`src/design/ezq_pkg.sv`:
```
// ----------------------------------------------------------------------------
// ezq_pkg
// Shared types and constants of the Z-Y-X Euler angle to quaternion block.
// ----------------------------------------------------------------------------
package ezq_pkg;

	localparam int ANGLE_W     = 16;
	localparam int QUAT_W      = 16;
	localparam int CW          = 33;	// Q30 values with sign and headroom
	localparam int ZW          = 34;	// angle accumulator
	localparam int ATAN_N      = 24;
	localparam int STAGES_DEF  = 16;

	localparam logic signed [ZW-1:0] PI_Q30      = 34'sd3373259426;
	localparam logic signed [ZW-1:0] HALF_PI_Q30 = 34'sd1686629713;
	localparam logic signed [CW-1:0] GAIN_Q30    = 33'sd652032874;
	localparam logic signed [QUAT_W-1:0] ONE_Q14 = 16'sd16384;

	typedef struct packed {
		logic signed [ANGLE_W-1:0] yaw_angle;
		logic signed [ANGLE_W-1:0] pitch_angle;
		logic signed [ANGLE_W-1:0] roll_angle;
	} angles_t;

	typedef struct packed {
		logic signed [QUAT_W-1:0] quat_w;
		logic signed [QUAT_W-1:0] quat_x;
		logic signed [QUAT_W-1:0] quat_y;
		logic signed [QUAT_W-1:0] quat_z;
	} quat_t;

	// arctangent of 2^-i in Q30 radians
	function automatic logic signed [ZW-1:0] atan_q30(input int i);
		logic signed [ZW-1:0] r;
		unique case (i)
			0: r = 34'sd843314857;
			1: r = 34'sd497837830;
			2: r = 34'sd263043837;
			3: r = 34'sd133525159;
			4: r = 34'sd67021687;
			5: r = 34'sd33543516;
			6: r = 34'sd16775851;
			7: r = 34'sd8388437;
			8: r = 34'sd4194283;
			9: r = 34'sd2097149;
			default: r = ZW'(64'sd1 <<< (30 - i));
		endcase
		return r;
	endfunction

endpackage

```
`src/design/ezq_cordic.sv`:
```
// ----------------------------------------------------------------------------
// ezq_cordic
// Pipelined rotation-mode CORDIC: cosine and sine of half a Q3.13 angle.
// One register stage per iteration plus one for folding; advances on en.
// ----------------------------------------------------------------------------
module ezq_cordic #(
	parameter int STAGES = ezq_pkg::STAGES_DEF
) (
	input  logic                                clk,
	input  logic                                en,
	input  logic signed [ezq_pkg::ANGLE_W-1:0]  angle,
	output logic signed [ezq_pkg::CW-1:0]       cos_out,
	output logic signed [ezq_pkg::CW-1:0]       sin_out
);
	localparam int N  = (STAGES < ezq_pkg::ATAN_N) ? STAGES : ezq_pkg::ATAN_N;
	localparam int CW = ezq_pkg::CW;
	localparam int ZW = ezq_pkg::ZW;

	logic signed [CW-1:0] x_q [0:N];
	logic signed [CW-1:0] y_q [0:N];
	logic signed [ZW-1:0] z_q [0:N];
	logic                 f_q [0:N];

	logic signed [ZW-1:0] z0;
	assign z0 = ZW'(angle) <<< 16;

	// fold the half angle into [-pi/2, pi/2]
	always_ff @(posedge clk) begin
		if (en) begin
			x_q[0] <= ezq_pkg::GAIN_Q30;
			y_q[0] <= '0;
			if (z0 > ezq_pkg::HALF_PI_Q30) begin
				z_q[0] <= z0 - ezq_pkg::PI_Q30;
				f_q[0] <= 1'b1;
			end else if (z0 < -ezq_pkg::HALF_PI_Q30) begin
				z_q[0] <= z0 + ezq_pkg::PI_Q30;
				f_q[0] <= 1'b1;
			end else begin
				z_q[0] <= z0;
				f_q[0] <= 1'b0;
			end
		end
	end

	// micro-rotations
	for (genvar i = 0; i < N; i++) begin : g_it
		always_ff @(posedge clk) begin
			if (en) begin
				f_q[i+1] <= f_q[i];
				if (z_q[i] >= 0) begin
					x_q[i+1] <= x_q[i] - (y_q[i] >>> i);
					y_q[i+1] <= y_q[i] + (x_q[i] >>> i);
					z_q[i+1] <= z_q[i] - ezq_pkg::atan_q30(i);
				end else begin
					x_q[i+1] <= x_q[i] + (y_q[i] >>> i);
					y_q[i+1] <= y_q[i] - (x_q[i] >>> i);
					z_q[i+1] <= z_q[i] + ezq_pkg::atan_q30(i);
				end
			end
		end
	end

	assign cos_out = f_q[N] ? -x_q[N] : x_q[N];
	assign sin_out = f_q[N] ? -y_q[N] : y_q[N];
endmodule

```
`config.mk`:
```
export PLATFORM = sky130hd
export DESIGN_NAME = ezq_cordic
export DESIGN_NICKNAME = d
export VERILOG_FILES = /design/src/design/ezq_pkg.sv /design/src/design/ezq_cordic.sv
export SDC_FILE = /design/constraint.sdc
export NUM_CORES = 2
export LEC_CHECK = 0
export BUFFER_PORTS_ARGS = -buffer_cell sky130_fd_sc_hd__buf_4
export CELL_PAD_IN_SITES_DETAIL_PLACEMENT = 0
export CELL_PAD_IN_SITES_GLOBAL_PLACEMENT = 1
export CORE_MARGIN = 1
export CORE_UTILIZATION = 40
export CTS_CLUSTER_SIZE = 20
export DETAILED_ROUTE_END_ITERATION = 8
export HOLD_SLACK_MARGIN = 0.05
export PLACE_DENSITY = 0.73
export SKIP_CTS_REPAIR_TIMING = 1
export SLEW_MARGIN = 5
export SYNTH_ARGS = -nofsm -noshare
export SYNTH_HDL_FRONTEND = slang
export SYNTH_SLANG_ARGS = --single-unit
```
`constraint.sdc`:
```
create_clock -name clk -period 5.4 [get_ports clk]
set_input_delay 0.27 -clock clk [delete_from_list [all_inputs] [get_ports clk]]
set_output_delay 0.27 -clock clk [all_outputs]
set_load 0.02 [all_outputs]
```
# Yosys cells after proc, flatten, opt, wreduce, memory -nomap -nowiden
# Memory sizes are Yosys's and may differ from the RTL's.
# Cells that the tools add are included.
[word_totals] ram_bits=1717 out_inout_bits=66 inputBits=18 ff_bits=0 mem_count=4 word_cells=336
[memory_table] memory="z_q" words=17 width=34 read_ports=16 rd_clocked_by_memory_dff=0 write_ports=17 line="ezq_cordic.sv:21" text="logic signed [ZW-1:0] z_q [0:N];"
[memory_table] memory="x_q" words=17 width=33 read_ports=17 rd_clocked_by_memory_dff=0 write_ports=17 line="ezq_cordic.sv:19" text="logic signed [CW-1:0] x_q [0:N];"
[memory_table] memory="y_q" words=17 width=33 read_ports=17 rd_clocked_by_memory_dff=0 write_ports=17 line="ezq_cordic.sv:20" text="logic signed [CW-1:0] y_q [0:N];"
[memory_table] memory="f_q" words=17 width=1 read_ports=17 rd_clocked_by_memory_dff=0 write_ports=17 line="ezq_cordic.sv:22" text="logic f_q [0:N];"
[classes] add_sub_neg=99 mux=163 order_cmp=18 n_bitwise=52
[ops] cell="2-to-1 mux 33 bit" n=34
[ops] cell="2-to-1 mux 34 bit" n=18
[ops] cell=">= comparator 34 x 1 -> 1 bit, second input constant" n=16
[ops] cell="2-to-1 mux 1 bit" n=111
[ops] cell="adder 34 x 22 -> 34 bit, second input constant" n=2
[ops] cell="subtractor 34 x 22 -> 34 bit, second input constant" n=2
[ops] cell="adder 33 x 18 -> 33 bit" n=2
[ops] cell="adder 33 x 19 -> 33 bit" n=2
[ops] cell="adder 33 x 20 -> 33 bit" n=2
[ops] cell="adder 33 x 21 -> 33 bit" n=2
[ops] cell="adder 33 x 22 -> 33 bit" n=2
[ops] cell="adder 33 x 23 -> 33 bit" n=2
[ops] cell="adder 33 x 24 -> 33 bit" n=2
[ops] cell="adder 33 x 25 -> 33 bit" n=2
[ops] cell="adder 33 x 26 -> 33 bit" n=2
[ops] cell="adder 33 x 27 -> 33 bit" n=2
[ops] cell="adder 33 x 28 -> 33 bit" n=2
[ops] cell="adder 33 x 29 -> 33 bit" n=2
[ops] cell="adder 33 x 30 -> 33 bit" n=2
[ops] cell="adder 33 x 31 -> 33 bit" n=2
[ops] cell="adder 33 x 32 -> 33 bit" n=2
[ops] cell="negation 33 bit" n=2
[ops] cell="subtractor 33 x 18 -> 33 bit" n=2
[ops] cell="subtractor 33 x 19 -> 33 bit" n=2
[ops] cell="48 further kinds" n=113

# Logic depth before layout (Yosys ltp)
[depth] ltp_word=7 mapped_depth=23 depth_no_buf=20

# Worst setup path after synthesis
# Ideal clock, no wire load.
[synth_path] kind="reg-to-reg" from="memory z_q[8][33]" to="memory y_q[9][32] (data pin)" synth_period_minus_slack_ns=5.589 arrival_ns=5.329 t_required_ns=5.140 setup_time_ns=0.260 setup_slack_ns=-0.189 path_stages_with_launch=23 path_buffers=6 path_cell_list="edfxtp_1 -> and2_1 -> clkbuf_1 -> inv_1 -> clkbuf_1 -> buf_1 -> buf_1 -> clkbuf_1 -> nand2_1 -> xor2_1 -> ha_1 -> clkbuf_1 -> a21o_1 -> a21o_1 -> a21o_1 -> a221oi_1 -> o31ai_1 -> a221oi_1 -> o31ai_1 -> o41ai_1 -> o21bai_1 -> a21oi_1 -> xnor2_1"
[synth_lines] element="start: declaration" line="ezq_cordic.sv:21"
[synth_lines] element="end: declaration" line="ezq_cordic.sv:20"

==> summary by stage <==
Synth
Ranked by instance count, the synthesized netlist is headed by 1,392 x edfxtp_1, 1,335 x xnor2_1, 1,307 x a21oi_1. The synthesized design spends more area on one cell type than any other, namely edfxtp_1. The synthesized netlist occupies a cell area of 117,400 sq um.

In this run, synthesis produced a sequential element count of 1,392. The fraction of registers with async set or reset after synthesis is 0%. The Yosys step of the flow raised 0 warnings.

The register area share after synthesis is 35.61%. The number of flops mapped to enable cells by yosys is 1,392. The flip-flop cell with the highest count after synthesis is edfxtp_1. Synthesis produced a netlist with a net count of 13,649. The post-synthesis area per instance is 9.515 sq um. The count of unique library cells instantiated by Yosys is 92. The number of cells produced by synthesis is 12,336. By area the synthesized netlist is led by edfxtp_1 36%, ha_1 13%, xnor2_1 10%.

The top cell type by area accounts for 35.61% of the synthesized area. Yosys instantiated no cell more often than edfxtp_1.

Floorplanning
Row generation in the floorplan step produced 198 rows. The chip width is 543.7 um. The die footprint is 295,600 sq um.

The die height is 543.7 um. For this configuration, the core starts out at a cell density of 40.29%. The number of I/O pins is 84. The area of the core region is 291,300 sq um.

Final layout
The area overhead of the layout relative to synthesis is 10.67%. After filler insertion, the fill cell instance count of the layout stands at 27,859. The area occupied by registers is 41,800 sq um. Leaving out filler cells and counting taps, the final layout contains 16,613. The final layout net count is 13,886. In the final layout, the share of cells above drive strength 1 is 6.066%. The multi-input combinational cells in the finished layout cover a total of 72,730 sq um.

STA
The transition time at the pin with the least slew margin is 1.134 ns. Measured against its own limit, the worst slew margin works out to 24.40%. The final period demand of the worst path is 5.135 ns. Timing would allow up to 0.1948 GHz.

The worst path meets setup with 0.2655 ns of slack. The worst hold-check slack is 0.3285 ns. The post-route clock skew is 0.07423 ns. The max-slew violation count was 0. Setup violations remaining at the end of the flow were counted as 0. The count of final hold-check violations is 0. The final clock period utilization by the worst path is 95.08%.

Route
The final route contains 93,134 vias. The number of routed nets with antenna violations is 0. The count of unresolved DRC violations after routing is 0. After the first detailed-routing iteration, the DRC count stood at 6,338. The mean routed wirelength per cell is 19.42 um. After detailed routing, the met3 layer carries 12,840 um of wire. The top metal layer carrying routed signals is met4.

The post-detailed-routing wire length is 322,600 um. The total length of routed met2 wires is 149,500 um. The post-detailed-route via-to-cell ratio is 5.606. The first-pass iteration count of the detailed router is 6.

The routed metal-1 wirelength is 153,100 um.

Worst setup path
The endpoint of the worst register-to-register path is x_q[3][32]. In this run the register-to-register setup slack is 0.27 ns. STA classifies the critical path endpoint as a flip-flop.

The critical path goes through nor3_1 > nand3_1 > o31ai_1 > xnor2_1 > ha_1 > a211oi_1 > o21ai_0 > a21oi_1 > o211ai_1 > o31a_1 > a221o_1 > o41ai_2 > nor2_1 > a211oi_2 > o21ai_0 > o21ai_1. The worst register-to-register path begins at y_q[2][5]. The cell seen most often among critical-path stages is o21ai_0. The setup path with the least slack is of type reg2reg. Along the worst path, the maximum fanout reaches 5. For this run, the slowest stage of the critical path takes 0.59 ns. STA puts the critical path data arrival time at 5.82 ns. Measured in cells, the most critical reg-to-reg path has a length of 16.

The cell type of the slowest stage on the worst timing path is nor3_1. The required time reported for the critical path endpoint is 6.09 ns. The worst setup path is launched from a flip-flop.

Global routing
The global-route wire length before repair is 503,400 um. The maximum number of pins on one net before global-route repair is 121. The residual overflow from global routing is 0. The number of antenna violations at the first check in global routing came to 2.

The all-layer global routing usage is 21.21%. The via count of the first global-routing pass is 89,740.

Hold path
The worst hold path belongs to the class in2reg. The worst-case hold path end point is z_q[0][18]. The beginning of the worst hold path is angle[2]. Counting instances, the worst hold path has a depth of 3.

Clocking
The clock network latency to the later pin of the worst-skew pair is 0.87 ns. The clock passes through at most 4 buffers. The clock root buffer master is clkbuf_16. The H-tree generated during clock tree synthesis spans 4 levels. TritonCTS created 172 clock buffers. The clock sink count is 1,392.

TritonCTS built the clock tree. After clock tree synthesis, the clock-pin slew on the worst setup and hold paths is 0.06 ns.

Placed design
The placement-stage worst setup slack is -0.04539 ns. At the end of routability-driven placement, the weighted congestion stood at 0.9150. The total half-perimeter wirelength after legalization and detailed placement is 257,000 um. The placed cell count is 16,275. Port buffering added 83 buffers.

Flow run
The number of max-capacitance violations reported is 0.

Status
The flow ran to the end, and the final reports show no timing, DRC or antenna violations.
## logic make-up (layout without fill, tap and decap cells)
kind of cell    count (synthesis)  count (layout)  share of synthesized area [%]
simple gates                 3159            3159                          12.99
fa+ha+maj                    1299            1299                          14.09
other cells                     0               3                              0
flops                        1392            1392                          35.61
mux                            92              92                         0.8283
xor+xnor                     1859            1859                          13.88
compound gates               3722            3722                          20.00
buf+inv                       813            1187                          2.611
## state kept, by name (all words and copies together) (netlist names)
| signal | flops |
|---|---|
| y_q | 496 |
| x_q | 470 |
| z_q | 409 |
| f_q | 17 |
## worst max path at each step
stage                      startpoint           to  slack, ns  cells past startpoint
after floorplan                    en   z_q[1][32]       0.02                     19
after global placement     x_q[5][11]   y_q[6][29]      -0.08                     22
after detailed placement   x_q[6][12]   y_q[7][32]      -0.05                     19
after CTS                  x_q[6][12]   y_q[7][32]      -0.07                     19
after global routing      y_q[14][17]  x_q[15][32]      -0.02                     20
final                       y_q[2][5]   x_q[3][32]       0.27                     16
## placed cells by master (no fill, tap or decap), drive strengths merged, types with 194 or more instances in the layout
cell       n
a21o     467
a21oi   1307
buf      307
edfxtp  1392
ha      1256
inv      556
nand2    712
nand2b   194
nand3    209
nor2     953
nor3     305
o21a     204
o21ai    685
xnor2   1335
xor2     524
## critical path: cells and delay by family (launching register included)
kind	cells	cell delay [ns]
xor+xnor	1	0.32
compound gates	11	2.61
simple gates	3	1.15
flops	1	0.51
fa+ha+maj	1	0.39
## area by class of cell
class / instances / area share (%)
tap: 3900 / 3.757
clock inverter: 120 / 1.040
sequential: 1392 / 32.18
antenna: 3 / 0.005779
multi-input combinational: 10131 / 55.99
inverter: 548 / 1.584
clock buffer: 191 / 3.418
timing repair buffer: 328 / 2.029
## through the flow
| step | instance area (sq um) | TNS [ns] | utilization, % |
|---|---|---|---|
| after floorplan | 117400 | 0 | - |
| after global placement | 123700 | -0.1294 | 42.45 |
| after detailed placement | 123700 | -0.04539 | 42.45 |
| after CTS | 129500 | -0.07276 | 44.44 |
| after global routing | 129900 | -0.03001 | 44.58 |
| final | 129900 | 0 | 44.59 |
## routing by layer
metal | global-route usage [%] | vias to the layer above
met1 | 29.27 | 44718
met2 | 35.62 | 1850
li1 | - | 46181
met4 | 4.848 | 0
met3 | 2.100 | 385
met5 | 0 | -
Power is left out: the tool's default activity adds up to more than one toggle a clock period on the data nets, which glitch-free logic cannot reach.
